--- src/hdl/nnr_pkg.sv ---
// ----------------------------------------------------------------------------
// Nearest-neighbor resize package
// Shared widths, register map, state encoding and the size clamp helper.
// ----------------------------------------------------------------------------
package nnr_pkg;

	// Field widths of the request and response beats.
	localparam int unsigned COORD_W = 10;
	localparam int unsigned CH_W    = 2;
	localparam int unsigned PIX_W   = 8;

	// Configuration register widths.
	localparam int unsigned SRC_W = 7;
	localparam int unsigned CHN_W = 3;
	localparam int unsigned DST_W = 11;

	// Configuration port.
	localparam int unsigned APB_AW = 5;
	localparam int unsigned APB_DW = 32;

	// Register reset values.
	localparam logic [SRC_W-1:0] SRC_ROWS_RST = SRC_W'(64);
	localparam logic [SRC_W-1:0] SRC_COLS_RST = SRC_W'(64);
	localparam logic [CHN_W-1:0] CHANNELS_RST = CHN_W'(3);
	localparam logic [DST_W-1:0] DST_ROWS_RST = DST_W'(64);
	localparam logic [DST_W-1:0] DST_COLS_RST = DST_W'(64);

	// Default capacity of the pixel store and the destination limit.
	localparam int unsigned MAX_ROWS_DEF     = 64;
	localparam int unsigned MAX_COLS_DEF     = 64;
	localparam int unsigned MAX_CHANNELS_DEF = 4;
	localparam int unsigned MAX_DST_DEF      = 1024;

	// Divider widths. The mapped index never exceeds the source size minus
	// one, so the quotient fits in the source register width.
	localparam int unsigned QUO_W = SRC_W;
	localparam int unsigned DEN_W = DST_W + 1;
	localparam int unsigned DSR_W = DEN_W + QUO_W - 1;
	localparam int unsigned NUM_W = DSR_W + 1;
	localparam int unsigned CNT_W = $clog2(QUO_W);

	// Register index, taken from paddr[4:2].
	typedef enum logic [2:0] {
		REG_SRC_ROWS = 3'd0,
		REG_SRC_COLS = 3'd1,
		REG_CHANNELS = 3'd2,
		REG_DST_ROWS = 3'd3,
		REG_DST_COLS = 3'd4
	} reg_idx_t;

	// Request kinds.
	localparam logic KIND_WRITE = 1'b0;
	localparam logic KIND_READ  = 1'b1;

	// Response status codes.
	localparam logic STATUS_OK    = 1'b0;
	localparam logic STATUS_RANGE = 1'b1;

	// Sequencer states.
	typedef enum logic [1:0] {
		ST_IDLE,
		ST_CHECK,
		ST_DIVIDE,
		ST_DONE
	} state_t;

	// Size register taken into its legal range: zero acts as one, anything
	// above the limit acts as the limit.
	function automatic logic [DST_W-1:0] clamp_size(logic [DST_W-1:0] v, int unsigned hi);
		logic [DST_W-1:0] r;
		r = v;
		if (v == '0) begin
			r = DST_W'(1);
		end else if (32'(v) > hi) begin
			r = DST_W'(hi);
		end
		return r;
	endfunction

endpackage

--- src/hdl/nnr_div.sv ---
// ----------------------------------------------------------------------------
// Nearest-neighbor resize divider
// Restoring radix-2 divider, one quotient bit per cycle.
// ----------------------------------------------------------------------------
module nnr_div (
	input  logic                       clk,
	input  logic                       arst_n,
	input  logic                       start,
	input  logic [nnr_pkg::NUM_W-1:0]  num,
	input  logic [nnr_pkg::DEN_W-1:0]  den,
	output logic [nnr_pkg::QUO_W-1:0]  quo,
	output logic                       busy
);

	logic                       busy_q;
	logic [nnr_pkg::CNT_W-1:0]  cnt_q;
	logic [nnr_pkg::NUM_W-1:0]  rem_q;
	logic [nnr_pkg::DSR_W-1:0]  dsr_q;
	logic [nnr_pkg::QUO_W-1:0]  quo_q;
	logic                       fits;

	// The shifted divisor fits into the partial remainder.
	assign fits = ({1'b0, dsr_q} <= rem_q);

	// Step control.
	always_ff @(posedge clk or negedge arst_n) begin
		if (!arst_n) begin
			busy_q <= 1'b0;
			cnt_q  <= '0;
		end else if (start) begin
			busy_q <= 1'b1;
			cnt_q  <= '0;
		end else if (busy_q) begin
			cnt_q <= cnt_q + nnr_pkg::CNT_W'(1);
			if (cnt_q == nnr_pkg::CNT_W'(nnr_pkg::QUO_W - 1)) begin
				busy_q <= 1'b0;
			end
		end
	end

	// Remainder, divisor and quotient datapath. The caller guarantees the
	// quotient fits in QUO_W bits, so the divisor starts shifted by QUO_W-1.
	always_ff @(posedge clk) begin
		if (start) begin
			rem_q <= num;
			dsr_q <= {den, {(nnr_pkg::QUO_W - 1){1'b0}}};
			quo_q <= '0;
		end else if (busy_q) begin
			if (fits) begin
				rem_q <= rem_q - {1'b0, dsr_q};
			end
			quo_q <= {quo_q[nnr_pkg::QUO_W-2:0], fits};
			dsr_q <= dsr_q >> 1;
		end
	end

	assign quo  = quo_q;
	assign busy = busy_q;

endmodule

--- config.mk ---
export PLATFORM = sky130hd
export DESIGN_NAME = nnr_div
export DESIGN_NICKNAME = d
export VERILOG_FILES = /design/src/hdl/nnr_pkg.sv /design/src/hdl/nnr_div.sv
export SDC_FILE = /design/constraint.sdc
export NUM_CORES = 1
export LEC_CHECK = 0
export BUFFER_PORTS_ARGS = -buffer_cell sky130_fd_sc_hd__buf_2
export CAP_MARGIN = 20
export CORE_ASPECT_RATIO = 0.75
export CORE_UTILIZATION = 50
export DETAILED_ROUTE_END_ITERATION = 10
export PLACE_DENSITY = 0.72
export SLEW_MARGIN = 20
export SYNTH_ARGS = -nofsm -noshare
export SYNTH_HDL_FRONTEND = slang
export SYNTH_SLANG_ARGS = --single-unit
--- constraint.sdc ---
create_clock -name clk -period 3.03 [get_ports clk]
set_input_delay 0.1515 -clock clk [delete_from_list [all_inputs] [get_ports clk]]
set_output_delay 0.1515 -clock clk [all_outputs]
set_load 0.02 [all_outputs]
### Word level (Yosys, flattened, before mapping)

Index checks and enable logic that the tools add are counted.

| storage, ports and cells | value |
|---|---|
| bits of input ports | 34 |
| flip-flop bits (word level) | 48 |
| word-level logic and storage cells | 23 |

| cells by class | value |
|---|---|
| equality and inequality tests | 1 |
| reduce and logical (&&, ||, !) cells | 3 |
| $add $sub $neg | 2 |
| magnitude comparators | 1 |
| mux-type cells | 10 |

Operator list:

| kind | number |
|---|---|
| $mux 19 | 3 |
| $mux 18 | 2 |
| $le 18x19->1 | 1 |
| $sub 19x18->19 | 1 |
| $mux 3 | 2 |
| $reduce_bool 2->1 | 2 |
| $add 3x1->3 const B | 1 |
| $eq 3x3->1 const B | 1 |
| $mux 1 | 3 |
| $reduce_and 2->1 | 1 |

### Longest topological paths before layout

Gate-level depths: netlist (run 1).

| depth | value |
|---|---|
| word-level depth | 4 |
| mapped depth | 9 |
| gate-level depth less buffers | 9 |

### Worst setup path after synthesis (run 1)

OpenSTA, ideal clock, no wires.

| timing path | value |
|---|---|
| kind | reg2reg |
| from | register rem_q[12] in the netlist's numbering |
| to | register rem_q[0] in the netlist's numbering, enable pin |
| clock period less this slack | 2.365 ns |
| cell stages (with the launch flop) | 8 |
| arrival time | 1.979 ns |
| setup time | 0.386 ns |
| setup slack | 0.665 ns |
| data required time | 2.644 ns |
| cells stage by stage | edfxtp_1 > ha_1 > a211oi_1 > nor2_1 > a311oi_1 > nand3_1 > o211ai_1 > nand2_1 |

| on the way | value |
|---|---|
| cells in the longest elaborated chain, start to end | 3 |

Ends and longest elaborated chain:

| element | RTL line | source |
|---|---|---|
| start: declaration | nnr_div.sv:17 | `logic [nnr_pkg::NUM_W-1:0] rem_q;` |
| start signal: assignment | nnr_div.sv:45 | `rem_q <= num;` |
| start signal: assignment | nnr_div.sv:50 | `rem_q <= rem_q - {1'b0, dsr_q};` |
| $le 18x19->1 | nnr_div.sv:23 | `assign fits = ({1'b0, dsr_q} <= rem_q);` |
| $reduce_bool 2->1 (no line) | - |  |
| $reduce_and 2->1 (no line) | - |  |

Every way passes these cells.
A chain may end at the register's enable or synchronous reset.

### Final worst setup path (run 1)

| timing path | value |
|---|---|
| from | register dsr_q[12] in the netlist's numbering |
| to | register rem_q[3] in the netlist's numbering, enable pin |

| on the way | value |
|---|---|
| cells in the longest elaborated chain, start to end | 3 |

Ends and longest elaborated chain:

| element | RTL line | source |
|---|---|---|
| start: declaration | nnr_div.sv:18 | `logic [nnr_pkg::DSR_W-1:0] dsr_q;` |
| start signal: assignment | nnr_div.sv:46 | `dsr_q <= {den, {(nnr_pkg::QUO_W - 1){1'b0}}};` |
| start signal: assignment | nnr_div.sv:53 | `dsr_q <= dsr_q >> 1;` |
| $le 18x19->1 | nnr_div.sv:23 |  |
| $reduce_bool 2->1 (no line) | - |  |
| $reduce_and 2->1 (no line) | - |  |

Every way passes these cells.

==> reports/summary.txt, run 1 <==
outcome: finished clean
initial antenna violation count: 0
fmax: 393 MHz
Synth Instances: 319
Synth Register Bits: 48
metal1 wirelength: 3.17 mm
ANT cells: 0
Synth Area in Adders: 0.0902
post-synthesis simple-gate area fraction: 0.167
drt pass-1 iters: 4
HP Class: input pin to flop
element type at the critical path start: flop
Remaining Overflow, GRT: 0
CTS buffer count: 5
max layer used: met4
Pwr Density: 944 nW/um^2
Chip Width: 91.4 um
via density per instance: 5.55
Max transition margin: 0.592
Root Driver: clkbuf_8
Critical Path Fanout Max: 16
Row Count: 24
ANT nets after route: 0
setup bufs post-CTS: 0
sequential share of the synthesized area: 0.431
P&R area growth vs syn: 14.6%
GP Congestion: 0.976
Synth Area in XOR/XNOR: 0.0438
period utilisation layout: 0.840
LEAKAGE: 1.61 nW
largest net degree at the start of global routing: 41
RSZ-0062 raised after global routing: no
Synth Area in Compound Gates: 0.176
Routed met2 length: 2.87 mm
CTS tree: yes
routed vias: 2435
post-CTS sizing: 0
commonest non-fill, non-tap cells in the layout: nand2_1 (53), buf_2 (41), edfxtp_1 (31)
IO Pins: 42
Final Critical Period: 2.55 ns
clk_lat worst skew: 0.32 ns
Setup TNS: 0 ns
IO Port Bufs: 41
layout cells sized above 1: 0.177
count of yosys warnings during synthesis: 0
CTS H-tree depth: 2
synth unique cells: 54
max-slew violations: 0
CP Class: flop to flop
hold slack final: 0.113 ns
average wire per standard cell: 14.9 um
largest family of logic cells by synthesized area: compound AO/OA/AOI/OAI gates
cell area after layout: 3440 sq um
Setup crit end kind: flop
clk buf depth: 2
Final #Nets: 415
total wire length: 6.52 mm
Die Ht: 69.1 um
Worst-Margin Slew: 0.612 ns
1st-iter DRT viols: 147
clock skew: 0.0160 ns
Async SR Flop Fraction: 0.0833
# DRC: 0
Avg Inst Size Synth: 9.40 sq um
Hold Violations, Final: 0
gr usage total: 0.217
Max Cap Viol: 0
Initial Util: 0.517
first-pass GRT wire length: 10.8 mm
Die Area: 6310 sq um
final setup fails: 0
Placement Cell Area: 3290 sq um
Synth top area share: 0.311
routed wl met3: 358 um
critical path required time: 3.11 ns
mux share of post-synthesis cell area: 0.0472
clk sinks: 48
cts hold-fix bufs: 1
number of flops mapped to enable cells by yosys: 31
commonest non-fill, non-tap cell in the layout: nand2_1
VDD IR-drop max: 499 uV
synth top area cells: edfxtp_1 (31%), dfxtp_1 (8.7%), ha_1 (8.3%), nand2_1 (6.6%), mux2i_1 (4.3%)
DP HPWL: 4.79 mm
core area: 5800 sq um
Cell Area, Synth: 3000 sq um
vias in the first global route: 2329
clock-pin slew on the worst setup and hold paths: 0.11 ns
total nets after synthesis: 374
crit path DAT: 2.62 ns
post-synth top area cell: edfxtp_1
Fill cells: 523
Primary FF master, synth: edfxtp_1
[synth_stat cells, drive strengths merged, types with 2 or more instances]
master / instances
a211oi: 3
a21o: 7
a21oi: 15
a22o: 2
a311oi: 2
a31oi: 3
and2: 2
and3: 4
clkbuf: 10
dfrtp: 4
dfxtp: 13
edfxtp: 31
ha: 20
inv: 24
mux2i: 13
nand2: 53
nand2b: 4
nand3: 3
nand4: 3
nor2: 27
nor2b: 2
nor3: 3
o211ai: 3
o21a: 3
o21ai: 30
or2: 2
xnor2: 8
xor2: 7
[metrics by stage]
stage | total power, mW | instances | utilization | setup slack [ns]
2_1_floorplan | 2.30 | 319 | - | 0.665
3_3_place_gp | 2.67 | 430 | 0.568 | 0.539
3_5_place_dp | 2.68 | 430 | 0.568 | 0.533
4_1_cts | 3.23 | 439 | 0.593 | 0.506
5_1_grt | 3.48 | 439 | 0.593 | 0.260
6_report | 3.25 | 439 | 0.593 | 0.484
[area by class of cell]
type                            count  area [sq um]  area share
Clock inverter                      2          38.8      0.0113
Timing Repair Buffer               45           250      0.0728
Tap cell                           78          97.6      0.0284
Inverter                           25          93.8      0.0273
Clock buffer                        6          93.8      0.0273
Multi-Input combinational cell    235          1570       0.457
Sequential cell                    48          1290       0.376
[power by group]
part           leakage [nW]  internal, mW  switching (mW)
registers             0.486         0.942          0.0820
clock network        0.0669         0.299           0.244
logic                  1.06         0.702           0.977
[critical path, stage by stage (launching register included)]
cell	delay, ns
edfxtp_1	0.43
inv_1	0.08
ha_1	0.28
a211oi_1	0.27
nor2_1	0.10
a311oi_1	0.33
nand3_1	0.17
o211ai_1	0.24
nand2_1	0.20
buf_12	0.21
[routing by layer]
layer | track usage | up-vias
met5 | 0 | -
met4 | 0.0811 | 0
met3 | 0.0353 | 10
met2 | 0.335 | 73
met1 | 0.308 | 1150
li1 | - | 1202
[path summary, 6_finish.rpt]
check / slack [ns] / cells after the start / startpoint / endpoint
max: 0.48 / 9 / dsr_q[12]$_DFFE_PP_ / rem_q[3]$_DFFE_PP_
min: 0.11 / 3 / num[12] / rem_q[12]$_DFFE_PP_
max reg2reg: 0.48 / 9 / dsr_q[12]$_DFFE_PP_ / rem_q[3]$_DFFE_PP_
min reg2reg: 0.50 / 2 / quo[6]$_SDFFE_PP0P_ / quo[6]$_SDFFE_PP0P_
max in group asynchronous: 2.75 / 2 / arst_n / cnt_q[2]$_DFFE_PN0P_
min in group asynchronous: 0.16 / 2 / arst_n / cnt_q[0]$_DFFE_PN0P_
[flip-flops by register name (all words and copies together) (netlist names)]
signal  count
busy        1
cnt_q       3
dsr_q      18
quo         7
rem_q      19
[cells by family (layout without fill, tap and decap cells)]
kind of cell,after synthesis,in the layout
AND/OR/NAND/NOR,109,109
AO/OA/AOI/OAI,76,76
adder cells (fa/ha/maj),21,21
multiplexers,14,14
flip-flops,48,48
XOR/XNOR,15,15
buffers and inverters,36,78
(Power assumes the default switching activity.)
==> run 2: changes to the inputs <==
--- a/config.mk
+++ b/config.mk
@@ -5,6 +5,7 @@
 export SDC_FILE = /design/constraint.sdc
 export NUM_CORES = 1
 export LEC_CHECK = 0
+export ABC_AREA = 1
 export BUFFER_PORTS_ARGS = -buffer_cell sky130_fd_sc_hd__buf_2
 export CAP_MARGIN = 20
 export CORE_ASPECT_RATIO = 0.75
==> constraint.sdc (replaced) <==
create_clock -name clk -period 2.7 [get_ports clk]
set_input_delay 0.135 -clock clk [delete_from_list [all_inputs] [get_ports clk]]
set_output_delay 0.135 -clock clk [all_outputs]
set_load 0.02 [all_outputs]
==> reports/summary.txt, run 2 <==
Root Driver: clkbuf_8
initial antenna violation count: 0 (unchanged)
Avg Inst Size Synth: 7.50 sq um (-20%)
# DRC: 0 (unchanged)
max-slew violations: 0 (unchanged)
Max transition margin: 0.371 (-0.220)
CTS tree: yes
Post-Place Worst Slack: 0.622 ns (+0.0884 ns)
average wire per standard cell: 13.0 um (-13%)
clock skew: 0.00887 ns (-0.00718 ns)
commonest non-fill, non-tap cells in the layout: nand2_1 (140), inv_1 (59), buf_2 (41)
post-synth top area cell: edfxtp_1
placed cell count: 523 (+22%)
Hold Violations, Final: 0 (unchanged)
clk_lat worst skew: 0.30 ns (-0.02 ns)
clk buf depth: 2 (unchanged)
list of most frequent post-synthesis cells: nand2_1 (140), inv_1 (59), edfxtp_1 (31), o21ai_0 (27), nand3_1 (23)
outcome: finished clean
RSZ-0062 raised after global routing: no
synth top area cells: edfxtp_1 (30%), nand2_1 (17%), dfxtp_1 (8.5%), ha_1 (8.2%), inv_1 (7.2%)
count leader, synth: nand2_1
HP Class: input pin to flop
Final Worst Setup Slack: 0.598 ns (+0.114 ns)
Cell Area, Synth: 3070 sq um (+2.3%)
vias in the first global route: 2615 (+12%)
Pwr Density: 1000 nW/um^2 (+6.1%)
P&R area growth vs syn: 13.3%
CTS H-tree depth: 2 (unchanged)
Fill cells: 553 (+5.7%)
GP Congestion: 0.869 (-11%)
setup bufs post-CTS: 0 (unchanged)
drt pass-1 iters: 5 (+1)
count of yosys warnings during synthesis: 0 (unchanged)
largest net degree at the start of global routing: 25 (-39%)
DP HPWL: 5.14 mm (+7.4%)
total nets after synthesis: 464 (+24%)
fmax: 476 MHz (+21%)
ANT nets after route: 0 (unchanged)
clock-pin slew on the worst setup and hold paths: 0.09 ns (-0.02 ns)
ANT cells: 0 (unchanged)
IO Port Bufs: 41 (unchanged)
Synth Register Bits: 48 (unchanged)
IO Pins: 42 (unchanged)
Die Ht: 69.8 um (+1.1%)
via density per instance: 5.10 (-8.1%)
Synth top area share: 0.304 (-0.00697)
Setup TNS: 0 ns (unchanged)
Placement Cell Area: 3360 sq um (+2.0%)
Die Area: 6450 sq um (+2.2%)
LEAKAGE: 1.71 nW (+6.3%)
core area: 5860 sq um (+1.0%)
Setup crit end kind: flop
element type at the critical path start: flop
Synth Instances: 409 (+28%)
critical path required time: 2.71 ns (-0.40 ns)
Remaining Overflow, GRT: 0 (unchanged)
cell area after layout: 3480 sq um (+1.1%)
Final Critical Period: 2.10 ns (-0.444 ns)
CTS buffer count: 5 (unchanged)
clk sinks: 48 (unchanged)
synth unique cells: 29 (-46%)
Non-Filler Instances: 532 (+21%)
final setup fails: 0 (unchanged)
Critical Path Fanout Max: 11 (-5)
Final #Nets: 508 (+22%)
Primary FF master, synth: edfxtp_1
period utilisation layout: 0.779 (-0.0616)
Max Cap Viol: 0 (unchanged)
Row Count: 24 (unchanged)
commonest non-fill, non-tap cell in the layout: nand2_1
Async SR Flop Fraction: 0.0833 (unchanged)
gr usage total: 0.236 (+0.0182)
sequential share of the synthesized area: 0.421 (-0.00967)
Worst-Margin Slew: 0.942 ns (+0.330 ns)
1st-iter DRT viols: 237 (+61%)
VDD IR-drop max: 431 uV (-14%)
total wire length: 6.91 mm (+6.0%)
Initial Util: 0.524 (+0.00645)
routed vias: 2711 (+11%)
layout cells sized above 1: 0.152 (-0.0253)
max reg flops: 19 (unchanged)
CP Class: flop to flop
largest register by flop count: rem_q
number of flops mapped to enable cells by yosys: 31 (unchanged)
crit path DAT: 2.11 ns (-0.51 ns)
Chip Width: 92.4 um (+1.1%)
first-pass GRT wire length: 12.0 mm (+11%)
## run 2: per-layer routing
metal	vias to the layer above	global-route usage	routed length, um
li1	1406	-	-
met1	1214	0.341	3450
met2	82	0.369	2990
met3	9	0.0450	415
met4	0	0.0451	59
met5	-	0	0
## run 2: power by group
group	internal (mW)	switching [mW]	leakage, nW	total [mW]
logic	0.690	1.21	1.17	1.90
clock network	0.238	0.250	0.0566	0.488
registers	1.03	0.0719	0.488	1.10
## run 2: timing repair
action,in CTS,in global routing
endpoints found under the setup margin,0,0
resized for setup,0,0
hold buffers,1,0
endpoints found under the hold margin,4,0
## run 2: final timing paths
check | start | to | slack, ns | cells after the start
max | rem_q[12]$_DFFE_PP_ | rem_q[8]$_DFFE_PP_ | 0.60 | 10
min | den[11] | dsr_q[17]$_DFFE_PP_ | 0.09 | 3
max reg2reg | rem_q[12]$_DFFE_PP_ | rem_q[8]$_DFFE_PP_ | 0.60 | 10
min reg2reg | quo[6]$_SDFFE_PP0P_ | quo[6]$_SDFFE_PP0P_ | 0.47 | 2
max in group asynchronous | arst_n | busy$_DFF_PN0_ | 2.42 | 2
min in group asynchronous | arst_n | cnt_q[2]$_DFFE_PN0P_ | 0.16 | 2
## run 2: cell type report
| cell class | instances | area [sq um] | share of cell area |
|---|---|---|---|
| Sequential cell | 48 | 1290 | 0.371 |
| Tap cell | 78 | 97.6 | 0.0281 |
| Timing Repair Buffer | 46 | 245 | 0.0706 |
| Clock buffer | 6 | 93.8 | 0.0270 |
| Multi-Input combinational cell | 290 | 1500 | 0.433 |
| Clock inverter | 2 | 11.3 | 0.00324 |
| Inverter | 62 | 233 | 0.0670 |
## run 2: through the flow
step	hold WS [ns]	power, mW	utilization
5_1_grt	0.0867	3.81	0.594
6_report	0.0860	3.48	0.594
3_5_place_dp	-0.0521	2.97	0.574
3_3_place_gp	-0.0553	2.94	0.574
4_1_cts	0.0820	3.47	0.594
2_1_floorplan	-0.161	2.55	-
## run 2: cells by family after synthesis
kind of cell / after synthesis / share of synthesized area
xor gates and xnor gates: 6 / 0.0171
buffers and inverters: 71 / 0.0885
DFF: 48 / 0.421
adders and majority gates: 21 / 0.0881
AOI/OAI and AO/OA: 55 / 0.0963
and+or+nand+nor: 208 / 0.289
## run 2: critical path, cell delays in order (launching register included)
cell and delay, ns:
edfxtp_1 0.40, ha_1 0.39, nand2_1 0.09, inv_2 0.07
nand3_1 0.13, nor3_2 0.17, nand3_1 0.09, nand4_1 0.12
nand2_1 0.06, nand2_1 0.07, buf_4 0.21
==> run 3: changes to the inputs <==
==> constraint.sdc (replaced) <==
create_clock -name clk -period 2.05 [get_ports clk]
set_input_delay 0.1025 -clock clk [delete_from_list [all_inputs] [get_ports clk]]
set_output_delay 0.1025 -clock clk [all_outputs]
set_load 0.02 [all_outputs]
==> reports/summary.txt, run 3 (same netlist as run 2, synthesis figures left out) <==
Final #Nets: 519 (+2.2%)
CTS tree: yes
initial antenna violation count: 0 (unchanged)
routed vias: 2733 (+0.81%)
Final Worst Setup Slack: 0.000256 ns (-0.598 ns)
commonest non-fill, non-tap cell in the layout: nand2_1
Die Ht: 69.8 um (unchanged)
ANT nets after route: 0 (unchanged)
CTS buffer count: 5 (unchanged)
Setup crit end kind: flop
average wire per standard cell: 13.3 um (+2.1%)
via density per instance: 5.03 (-1.2%)
Row Count: 24 (unchanged)
area of the multi-input gates: 1720 sq um (+15%)
ANT cells: 0 (unchanged)
Register Area: 1290 sq um (unchanged)
total wire length: 7.20 mm (+4.2%)
# DRC: 0 (unchanged)
VDD IR-drop max: 553 uV (+28%)
DP HPWL: 5.28 mm (+2.7%)
Placement Cell Area: 3420 sq um (+1.8%)
Final Critical Period: 2.05 ns (-0.0525 ns)
Post-Place Worst Slack: -0.0335 ns (-0.655 ns)
Max Cap Viol: 0 (unchanged)
layout cells sized above 1: 0.230 (+0.0781)
first-pass GRT wire length: 11.4 mm (-4.7%)
Worst-Margin Slew: 0.928 ns (-0.0141 ns)
Initial Util: 0.524 (unchanged)
final setup fails: 0 (unchanged)
Max transition margin: 0.381 (+0.00939)
clk_lat worst skew: 0.31 ns (about the same)
vias in the first global route: 2515 (-3.8%)
gr usage total: 0.229 (-0.00623)
Remaining Overflow, GRT: 0 (unchanged)
fmax: 488 MHz (+2.6%)
Critical Path Fanout Max: 6 (-5)
clock-pin slew on the worst setup and hold paths: 0.09 ns (about the same)
IO Port Bufs: 41 (unchanged)
Root Driver: clkbuf_8
RSZ-0062 raised after global routing: yes
clk buf depth: 2 (unchanged)
CP Class: flop to flop
HP Class: input pin to flop
element type at the critical path start: flop
LEAKAGE: 1.81 nW (+5.4%)
clk sinks: 48 (unchanged)
max-slew violations: 0 (unchanged)
max reg flops: 19 (unchanged)
IO Pins: 42 (unchanged)
GP Congestion: 0.877 (+0.83%)
clock skew: 0.00626 ns (-0.00260 ns)
Hold Violations, Final: 0 (unchanged)
Chip Width: 92.4 um (unchanged)
core area: 5860 sq um (unchanged)
largest register by flop count: rem_q
critical path required time: 2.09 ns (-0.62 ns)
Fill cells: 521 (-5.8%)
period utilisation layout: 1.00 (+0.221)
crit path DAT: 2.09 ns (-0.02 ns)
Core Util, Final: 0.650 (+0.0566)
drt pass-1 iters: 4 (-1)
outcome: finished clean
Die Area: 6450 sq um (unchanged)
P&R area growth vs syn: 24.2%
1st-iter DRT viols: 172 (-27%)
Pwr Density: 1390 nW/um^2 (+39%)
cell area after layout: 3810 sq um (+9.5%)
CTS H-tree depth: 2 (unchanged)
largest net degree at the start of global routing: 24 (-4.0%)
commonest non-fill, non-tap cells in the layout: nand2_1 (133), inv_1 (57), buf_2 (41)
## run 3: cell types whose count changed in the layout (fill, tap and decap cells not counted), moves of 2 or more
cell / before / now
a21oi_2: 2 / 4
nand3_1: 23 / 21
inv_2: 3 / 5
ha_1: 20 / 7
a21oi_1: 13 / 11
buf_4: 4 / 13
inv_1: 59 / 57
nand2_1: 140 / 133
nand2_2: 3 / 8
ha_4: 0 / 12
nand2_4: 0 / 2
## run 3: where the power goes
group | internal [mW] | switching (mW)
clock network | 0.313 | 0.342
logic | 1.36 | 1.77
registers | 1.36 | 0.158
## run 3: metal layers
metal  GRT usage  routed length, um  part of all wire
met4      0.0764                 99             0.014
met5           0                  0                 0
met3      0.0373                382             0.053
met2       0.365               3180              0.44
met1       0.318               3550              0.49
## run 3: repair_timing
action / 4_1_cts / 5_1_grt
cloned: 0 / 1
hold buffers: 1 / 0
pin swaps: 0 / 14
endpoints found under the setup margin: 19 / 23
setup buffers: 0 / 4
endpoints found under the hold margin: 4 / 0
gates resized for setup: 7 / 27
## run 3: layout make-up
class / count / area share
clock inverters: 2 / 0.00296
flip-flops and latches: 48 / 0.339
clock buffers: 6 / 0.0246
well taps: 78 / 0.0256
inverters: 62 / 0.0611
repair buffers: 57 / 0.0940
multi-input cells: 290 / 0.453
## run 3: final timing paths
path	start	to	slack [ns]	cells after the start
min in group asynchronous	arst_n	cnt_q[2]$_DFFE_PN0P_	0.12	2
worst min register to register	quo[0]$_SDFFE_PP0P_	quo[0]$_SDFFE_PP0P_	0.49	2
worst max-delay path	rem_q[12]$_DFFE_PP_	rem_q[1]$_DFFE_PP_	0.0003	10
max in group asynchronous	arst_n	cnt_q[1]$_DFFE_PN0P_	1.82	2
worst max register to register	rem_q[12]$_DFFE_PP_	rem_q[1]$_DFFE_PP_	0.0003	10
worst min-delay path	num[14]	rem_q[14]$_DFFE_PP_	0.05	3
## run 3: critical path, cell delays in order (launching register included)
cell and delay, ns:
edfxtp_1 0.43, ha_4 0.32, nand2_1 0.11, nor2_4 0.10, inv_1 0.05, nor2_2 0.14
nand4_1 0.09, nand4_1 0.13, nand2_1 0.10, nand2_4 0.13, clkbuf_16 0.17
## run 3: metrics by stage
step	setup TNS [ns]	cells	hold slack, ns	total power, mW
floorplan	0	409	-0.193	3.37
CTS	0	538	0.0477	4.85
detailed placement	-0.539	529	-0.0878	4.04
global route	-0.965	543	0.0590	5.70
global placement	0	529	-0.0880	3.97
finish	0	543	0.0498	5.30
